### config.mk
export PLATFORM = sky130hd
export DESIGN_NAME = toggled_piecewise_linear_drive_top
export DESIGN_NICKNAME = d
export VERILOG_FILES = /design/src/rtl/tpld_pkg.sv /design/src/rtl/tpld_ctrl.sv /design/src/rtl/tpld_dp.sv /design/src/rtl/toggled_piecewise_linear_drive_top.sv
export SDC_FILE = /design/constraint.sdc
export NUM_CORES = 1
export LEC_CHECK = 0
export BUFFER_PORTS_ARGS = -buffer_cell sky130_fd_sc_hd__buf_4
export CAP_MARGIN = 15
export CORE_UTILIZATION = 55
export CTS_CLUSTER_DIAMETER = 50
export DETAILED_ROUTE_END_ITERATION = 12
export PLACE_DENSITY = 0.76
export SLEW_MARGIN = 40
export SYNTH_ARGS = -nofsm -noshare
export SYNTH_HDL_FRONTEND = slang
export SYNTH_SLANG_ARGS = --single-unit
### constraint.sdc
create_clock -name clk -period 5.9 [get_ports clk]
set_input_delay 0.885 -clock clk [delete_from_list [all_inputs] [get_ports clk]]
set_output_delay 0.885 -clock clk [all_outputs]
set_load 0.03 [all_outputs]
### src/rtl/tpld_pkg.sv
// Shared types and constants for the toggled piecewise-linear drive.
package tpld_pkg;

    localparam int FIELD_W  = 12;
    localparam int MAX_PTS  = 5;
    localparam int TABLE_W  = FIELD_W * MAX_PTS;
    localparam int CFG_IDX_W = 2;
    localparam int DIV_STEPS = FIELD_W;
    localparam int DIV_CNT_W = 4;

    localparam logic [CFG_IDX_W-1:0] CFG_DISTANCES = 2'd0;
    localparam logic [CFG_IDX_W-1:0] CFG_COMMANDS  = 2'd1;

    localparam logic [TABLE_W-1:0] DIST_RESET = 60'h340_2C0_233_1C0_15A;
    localparam logic [TABLE_W-1:0] CMD_RESET  = 60'hA8F_A0C_971_971_8CD;

    localparam logic [FIELD_W-1:0] CMD_MAX = 12'hFFF;

    typedef enum logic [1:0] {
        ST_IDLE,
        ST_MULT,
        ST_DIV,
        ST_DONE
    } state_t;

    typedef struct packed {
        logic load;
        logic mult;
        logic div_step;
        logic finish;
    } cmd_t;

    typedef struct packed {
        logic div_last;
        logic out_busy;
    } sts_t;

endpackage

### src/rtl/tpld_ctrl.sv
// Controller state machine: sequences accept, multiply, divide and result load.
module tpld_ctrl (
    input  logic           clk,
    input  logic           rst_n,
    input  logic           in_valid,
    output logic           in_ready,
    input  tpld_pkg::sts_t sts,
    output tpld_pkg::cmd_t cmd
);
    import tpld_pkg::*;

    state_t state_reg;
    state_t state_next;

    always_ff @(posedge clk or negedge rst_n)
    begin
        if (!rst_n)
        begin
            state_reg <= ST_IDLE;
        end
        else
        begin
            state_reg <= state_next;
        end
    end

    always_comb
    begin
        state_next = state_reg;
        case (state_reg)
            ST_IDLE:
            begin
                if (in_valid)
                begin
                    state_next = ST_MULT;
                end
            end
            ST_MULT:
            begin
                state_next = ST_DIV;
            end
            ST_DIV:
            begin
                if (sts.div_last)
                begin
                    state_next = ST_DONE;
                end
            end
            ST_DONE:
            begin
                if (!sts.out_busy)
                begin
                    state_next = ST_IDLE;
                end
            end
            default:
            begin
                state_next = ST_IDLE;
            end
        endcase
    end

    always_comb
    begin
        in_ready     = 1'b0;
        cmd          = '0;
        case (state_reg)
            ST_IDLE:
            begin
                in_ready = 1'b1;
                cmd.load = in_valid;
            end
            ST_MULT:
            begin
                cmd.mult = 1'b1;
            end
            ST_DIV:
            begin
                cmd.div_step = 1'b1;
            end
            ST_DONE:
            begin
                cmd.finish = !sts.out_busy;
            end
            default:
            begin
                in_ready = 1'b0;
            end
        endcase
    end

endmodule

### src/rtl/tpld_dp.sv
// Datapath: table registers, toggle flag, segment search, multiplier, serial divider.
module tpld_dp #(
    parameter int TABLE_POINTS = 5
) (
    input  logic                                  clk,
    input  logic                                  rst_n,
    input  logic                                  cfg_valid,
    input  logic [tpld_pkg::CFG_IDX_W-1:0]        cfg_index,
    input  logic [tpld_pkg::TABLE_W-1:0]          cfg_data,
    input  logic                                  button_level,
    input  logic [tpld_pkg::FIELD_W-1:0]          distance,
    input  tpld_pkg::cmd_t                        cmd,
    output tpld_pkg::sts_t                        sts,
    output logic                                  out_valid,
    input  logic                                  out_ready,
    output logic [tpld_pkg::FIELD_W-1:0]          drive_command,
    output logic                                  wheel_running
);
    import tpld_pkg::*;

    logic [TABLE_W-1:0]   dist_tab_reg;
    logic [TABLE_W-1:0]   cmd_tab_reg;
    logic                 button_last_reg;
    logic                 wheel_on_reg;
    logic                 out_valid_reg;
    logic [FIELD_W-1:0]   out_cmd_reg;
    logic                 out_run_reg;

    logic                 clamp_reg;
    logic [FIELD_W-1:0]   clamp_val_reg;
    logic [FIELD_W-1:0]   c_lo_reg;
    logic [FIELD_W-1:0]   off_reg;
    logic [FIELD_W-1:0]   mag_reg;
    logic                 neg_reg;
    logic [FIELD_W-1:0]   span_reg;

    logic [FIELD_W-1:0]   rem_reg;
    logic [FIELD_W-1:0]   low_reg;
    logic [FIELD_W-1:0]   quo_reg;
    logic [DIV_CNT_W-1:0] cnt_reg;

    // segment search
    logic                 found;
    logic                 below;
    logic [FIELD_W-1:0]   d_lo;
    logic [FIELD_W-1:0]   d_hi;
    logic [FIELD_W-1:0]   c_lo;
    logic [FIELD_W-1:0]   c_hi;
    logic [FIELD_W-1:0]   c_last;

    always_comb
    begin
        found  = 1'b0;
        d_lo   = '0;
        d_hi   = '0;
        c_lo   = '0;
        c_hi   = '0;
        below  = distance < dist_tab_reg[FIELD_W-1:0];
        c_last = cmd_tab_reg[FIELD_W*(TABLE_POINTS-1) +: FIELD_W];
        // scan from the top so the lowest matching segment wins
        for (int i = TABLE_POINTS - 1; i >= 1; i--)
        begin
            if (distance < dist_tab_reg[FIELD_W*i +: FIELD_W])
            begin
                found = 1'b1;
                d_hi  = dist_tab_reg[FIELD_W*i +: FIELD_W];
                d_lo  = dist_tab_reg[FIELD_W*(i-1) +: FIELD_W];
                c_hi  = cmd_tab_reg[FIELD_W*i +: FIELD_W];
                c_lo  = cmd_tab_reg[FIELD_W*(i-1) +: FIELD_W];
            end
        end
    end

    logic [2*FIELD_W-1:0] product;
    logic [FIELD_W:0]     trial;
    logic                 take;
    logic [FIELD_W:0]     sum;
    logic [FIELD_W-1:0]   seg_val;
    logic [FIELD_W-1:0]   final_val;

    assign product = off_reg * mag_reg;
    assign trial   = {rem_reg, low_reg[FIELD_W-1]};
    assign take    = trial >= {1'b0, span_reg};
    assign sum     = {1'b0, c_lo_reg} + {1'b0, quo_reg};

    always_comb
    begin
        if (neg_reg)
        begin
            seg_val = (quo_reg > c_lo_reg) ? '0 : c_lo_reg - quo_reg;
        end
        else
        begin
            seg_val = sum[FIELD_W] ? CMD_MAX : sum[FIELD_W-1:0];
        end
        if (!wheel_on_reg)
        begin
            final_val = '0;
        end
        else if (clamp_reg)
        begin
            final_val = clamp_val_reg;
        end
        else
        begin
            final_val = seg_val;
        end
    end

    always_ff @(posedge clk or negedge rst_n)
    begin
        if (!rst_n)
        begin
            dist_tab_reg    <= DIST_RESET;
            cmd_tab_reg     <= CMD_RESET;
            button_last_reg <= 1'b0;
            wheel_on_reg    <= 1'b0;
            out_valid_reg   <= 1'b0;
            cnt_reg         <= '0;
        end
        else
        begin
            if (cfg_valid && cfg_index == CFG_DISTANCES)
            begin
                dist_tab_reg <= cfg_data;
            end
            if (cfg_valid && cfg_index == CFG_COMMANDS)
            begin
                cmd_tab_reg <= cfg_data;
            end
            if (cmd.load)
            begin
                button_last_reg <= button_level;
                if (button_level && !button_last_reg)
                begin
                    wheel_on_reg <= !wheel_on_reg;
                end
            end
            if (cmd.mult)
            begin
                cnt_reg <= '0;
            end
            else if (cmd.div_step)
            begin
                cnt_reg <= cnt_reg + 1'b1;
            end
            if (cmd.finish)
            begin
                out_valid_reg <= 1'b1;
            end
            else if (out_ready)
            begin
                out_valid_reg <= 1'b0;
            end
        end
    end

    always_ff @(posedge clk)
    begin
        if (cmd.load)
        begin
            clamp_reg     <= below || !found;
            clamp_val_reg <= below ? cmd_tab_reg[FIELD_W-1:0] : c_last;
            c_lo_reg      <= c_lo;
            off_reg       <= distance - d_lo;
            span_reg      <= d_hi - d_lo;
            neg_reg       <= c_hi < c_lo;
            mag_reg       <= (c_hi < c_lo) ? c_lo - c_hi : c_hi - c_lo;
        end
        // quotient fits in FIELD_W bits since the offset is below the span
        if (cmd.mult)
        begin
            rem_reg <= product[2*FIELD_W-1:FIELD_W];
            low_reg <= product[FIELD_W-1:0];
            quo_reg <= '0;
        end
        else if (cmd.div_step)
        begin
            rem_reg <= take ? FIELD_W'(trial - {1'b0, span_reg}) : trial[FIELD_W-1:0];
            low_reg <= {low_reg[FIELD_W-2:0], 1'b0};
            quo_reg <= {quo_reg[FIELD_W-2:0], take};
        end
        if (cmd.finish)
        begin
            out_cmd_reg <= final_val;
            out_run_reg <= wheel_on_reg;
        end
    end

    assign sts.div_last = cnt_reg == DIV_CNT_W'(DIV_STEPS - 1);
    assign sts.out_busy = out_valid_reg && !out_ready;

    assign out_valid     = out_valid_reg;
    assign drive_command = out_cmd_reg;
    assign wheel_running = out_run_reg;

endmodule

### src/rtl/toggled_piecewise_linear_drive_top.sv
// Order: accept, multiply, 12-step restoring divide, then result register load.
// One request at a time; the result load waits while the last result is stalled.
// A finished result waits in the output register while the next request is taken.
// Reset: rst_n asynchronous, active low; wheel off, button level low,
// breakpoint tables back to their default values.
module toggled_piecewise_linear_drive_top #(
    parameter int TABLE_POINTS = 5
) (
    input  logic                                  clk,
    input  logic                                  rst_n,
    input  logic                                  s_tvalid,
    output logic                                  s_tready,
    input  logic [15:0]                           s_tdata,   // button_level, distance
    output logic                                  m_tvalid,
    input  logic                                  m_tready,
    output logic [15:0]                           m_tdata,   // drive_command, wheel_running
    input  logic                                  cfg_valid,
    output logic                                  cfg_ready,
    input  logic [tpld_pkg::CFG_IDX_W-1:0]        cfg_index,
    input  logic [tpld_pkg::TABLE_W-1:0]          cfg_data
);
    import tpld_pkg::*;

    cmd_t               cmd;
    sts_t               sts;
    logic [FIELD_W-1:0] drive_command;
    logic               wheel_running;

    assign cfg_ready = 1'b1;

    tpld_ctrl u_ctrl (
        .clk      (clk),
        .rst_n    (rst_n),
        .in_valid (s_tvalid),
        .in_ready (s_tready),
        .sts      (sts),
        .cmd      (cmd)
    );

    tpld_dp #(
        .TABLE_POINTS (TABLE_POINTS)
    ) u_dp (
        .clk           (clk),
        .rst_n         (rst_n),
        .cfg_valid     (cfg_valid),
        .cfg_index     (cfg_index),
        .cfg_data      (cfg_data),
        .button_level  (s_tdata[0]),
        .distance      (s_tdata[FIELD_W:1]),
        .cmd           (cmd),
        .sts           (sts),
        .out_valid     (m_tvalid),
        .out_ready     (m_tready),
        .drive_command (drive_command),
        .wheel_running (wheel_running)
    );

    assign m_tdata = {3'b000, wheel_running, drive_command};

endmodule

==> flow_metrics.py <==
metrics = {
    "global_routing": {
        "grt_pass1_vias": 16120,
        "antenna_found_initial": 2,
        "grt_overflow_total": 0,
        "grt_max_degree": 116,
        "grt_usage": 0.2887,
        "grt_pass1_wl_um": 85440,
    },
    "logic_synthesis": {
        "synth_seq_cells": 240,
        "synth_area_sq_um": 20330,
        "synth_most_common_cell": "inv_1",
        "netlist_instances": 2119,
        "yosysWarnings": 0,
        "synthSimpleGateAreaFrac": 0.1180,
        "syn_area_per_cell_sq_um": 9.593,
        "synthArstFlopShare": 0.5375,
        "synth_top_family_by_area": "adder cells",
        "synth_edf_count": 99,
        "synthFlopType": "edfxtp_1",
        "synth_top_cells_by_area": "edfxtp_1, ha_1, fa_1",
        "synth-adder-area-share": 0.2303,
        "synth-compound-area-share": 0.1638,
        "synth_mux_area_frac": 0.07411,
        "synth_common_cells": "inv_1, nand2_1, ha_1",
        "synth_top_cell_by_area": "edfxtp_1",
        "synth_xor_area_frac": 0.02370,
        "synth_seq_area_share": 0.3198,
        "synth_top_area_share": 0.1462,
        "synth_cell_types": 79,
    },
    "cells_and_area": {
        "n_antenna_cell": 0,
        "fin_util": 0.6338,
        "fin_cells": 2731,
        "area.growth.synth_to_final_pct": 13.87,
        "multiInputGateArea_sq_um": 12470,
        "drive_above_1_share": 0.1825,
        "fillers": 2949,
        "fin_nets": 2631,
        "ff_latch_area_sq_um": 6501,
    },
    "clocking": {
        "cts-root-buf": "clkbuf_16",
        "cts_tree": "done",
        "path_clk_slew_ps": 60,
        "cts_buffer_depth": 3,
        "htree_levels": 1,
        "clk_latency_ps": 600,
        "cts_sinks": 240,
        "cts_made_buffers": 31,
    },
    "floorplanning": {
        "die_w_um": 194.3,
        "rows": 70,
        "dieArea_sq_um": 37730,
        "chipHeight_um": 194.3,
        "ioPinCount": 102,
        "core_sq_um": 36520,
        "initial_utilization": 0.5566,
    },
    "critical_path": {
        "cp_data_arrival_time_ps": 5990,
        "slowest_delay_ps": 560,
        "crit_required_ps": 6240,
        "critical_path.endpoint_type": "flop",
        "critical_path_class": "flop to flop",
        "cp_max_fo": 8,
        "path_common_cell": "fa_1",
        "start_kind": "flop",
        "cp_slowest_cell": "fa_1",
        "path_cells": "buf_4 > nand2_1 > fa_1 > inv_1 > fa_1 > fa_1 > inv_1 > fa_1 > fa_1 > inv_1 > ha_1 > and4_1 > o21ai_0 > nand2_1 > o311ai_0 > buf_4 > nand3_1 > a41oi_2 > xnor2_1 > a21o_1",
    },
    "route": {
        "vias": 16210,
        "wl_um": 54270,
        "drtIter0Drc": 1188,
        "dr.pass1.iters": 5,
        "post-route-drc-count": 0,
        "routedWlPerCell_um": 19.87,
        "final_antenna_net_count": 0,
        "viasPerCell": 5.937,
    },
    "placed_design": {
        "placed_cells": 2658,
        "port_buffers": 94,
        "dp_hpwl_um": 42000,
        "gp_congestion": 0.9645,
    },
    "sta": {
        "fin_crit_sh": 0.9580,
        "worst_slew_pin_slew_ps": 808.2,
        "relSlewSlack": 0.4612,
        "grt_setup_unrepaired": "false",
        "clock_skew_ps": 21.48,
        "layout_min_cycle_time_ps": 5652,
        "maxSlewViolCount": 0,
        "max_freq_mhz": 176.9,
        "hold_viol": 0,
        "setup_violations": 0,
    },
    "worst_hold_path": {
        "hp-class": "primary input to async pin",
    },
    "run": {
        "maxCapViolCount": 0,
    },
    "outcome": {
        "status": "finished, final reports clean",
    },
}
[worst max-delay path, delay by kind of cell, from the launching register on]
family                   cells  cell delay [ps]
buffers and inverters        5              550
flip-flops                   1              530
XOR/XNOR                     1              110
adder cells (fa/ha/maj)      6             2840
AND/OR/NAND/NOR              4              480
AO/OA/AOI/OAI                4              880
[path summary, 6_finish.rpt]
path	cells after the start	slack, ps	from	to
max in group asynchronous	2	4890	rst_n	u_dp.cnt_reg[0]$_DFFE_PN0P_
worst min-delay path	1	240	rst_n	u_dp.dist_tab_reg[56]$_DFFE_PN1P_
min in group clk	3	510	cfg_data[37]	u_dp.dist_tab_reg[37]$_DFFE_PN0P_
worst min register to register	1	510	u_dp.button_last_reg$_DFFE_PN0P_	u_dp.button_last_reg$_DFFE_PN0P_
worst max register to register	20	250	u_dp.off_reg[5]$_DFFE_PP_	u_dp.rem_reg[10]$_DFFE_PP_
worst max-delay path	20	250	u_dp.off_reg[5]$_DFFE_PP_	u_dp.rem_reg[10]$_DFFE_PP_
[layer usage]
metal	track usage	wire length [um]
met5	0	0
met4	0.1593	3327
met2	0.4679	25180
met1	0.3766	22570
met3	0.03653	3192
[final cells by class]
| class | instances | area share |
|---|---|---|
| inverters | 261 | 0.04243 |
| multi-input cells | 1519 | 0.5387 |
| clock inverters | 18 | 0.01357 |
| clock buffers | 40 | 0.03827 |
| flip-flops and latches | 240 | 0.2809 |
| repair buffers | 185 | 0.06086 |
| well taps | 468 | 0.02530 |
[cells in the final DEF (no fill, tap or decap), drive strengths merged, types with 19 or more instances in the layout]
cell and instances:
a211oi 37, a21o 41, a21oi 76, a22oi 21
and2 64, buf 185, clkbuf 40, dfrtp 81
dfstp 48, edfxtp 99, fa 107, ha 203
inv 266, mux2 92, mux2i 47, nand2 219
nor2 103, nor2b 21, nor3 32, o21a 31
o21ai 142, xnor2 36, xor2 19
[repair_timing]
| action | CTS | global route |
|---|---|---|
| buffers inserted | 0 | 14 |
| hold buffers | 0 | 0 |
| endpoints found under the setup margin | 0 | 4 |
| resized for setup | 0 | 7 |
[cell families (layout without fill, tap and decap cells)]
kind of cell / after synthesis / count (layout)
buf+inv: 362 / 504
xor+xnor: 55 / 55
compound gates: 495 / 495
mux: 139 / 139
other cells: 2 / 4
flops: 240 / 240
simple gates: 516 / 516
fa+ha+maj: 310 / 310
[per-stage QoR]
step / setup WS, ps / instance area, sq um / hold slack, ps / TNS (ps)
after floorplan: 242.9 / 20340 / 471.5 / 0
after global placement: 90.32 / 21780 / 479.8 / 0
after detailed placement: -28.72 / 21790 / 492.0 / -39.08
after CTS: 24.70 / 22990 / 225.2 / 0
after global routing: 15.91 / 23150 / 227.1 / 0
final: 247.6 / 23150 / 239.9 / 0
Power is not shown: default switching activity piles up to over one toggle a cycle in this logic, so the estimate is an artifact.
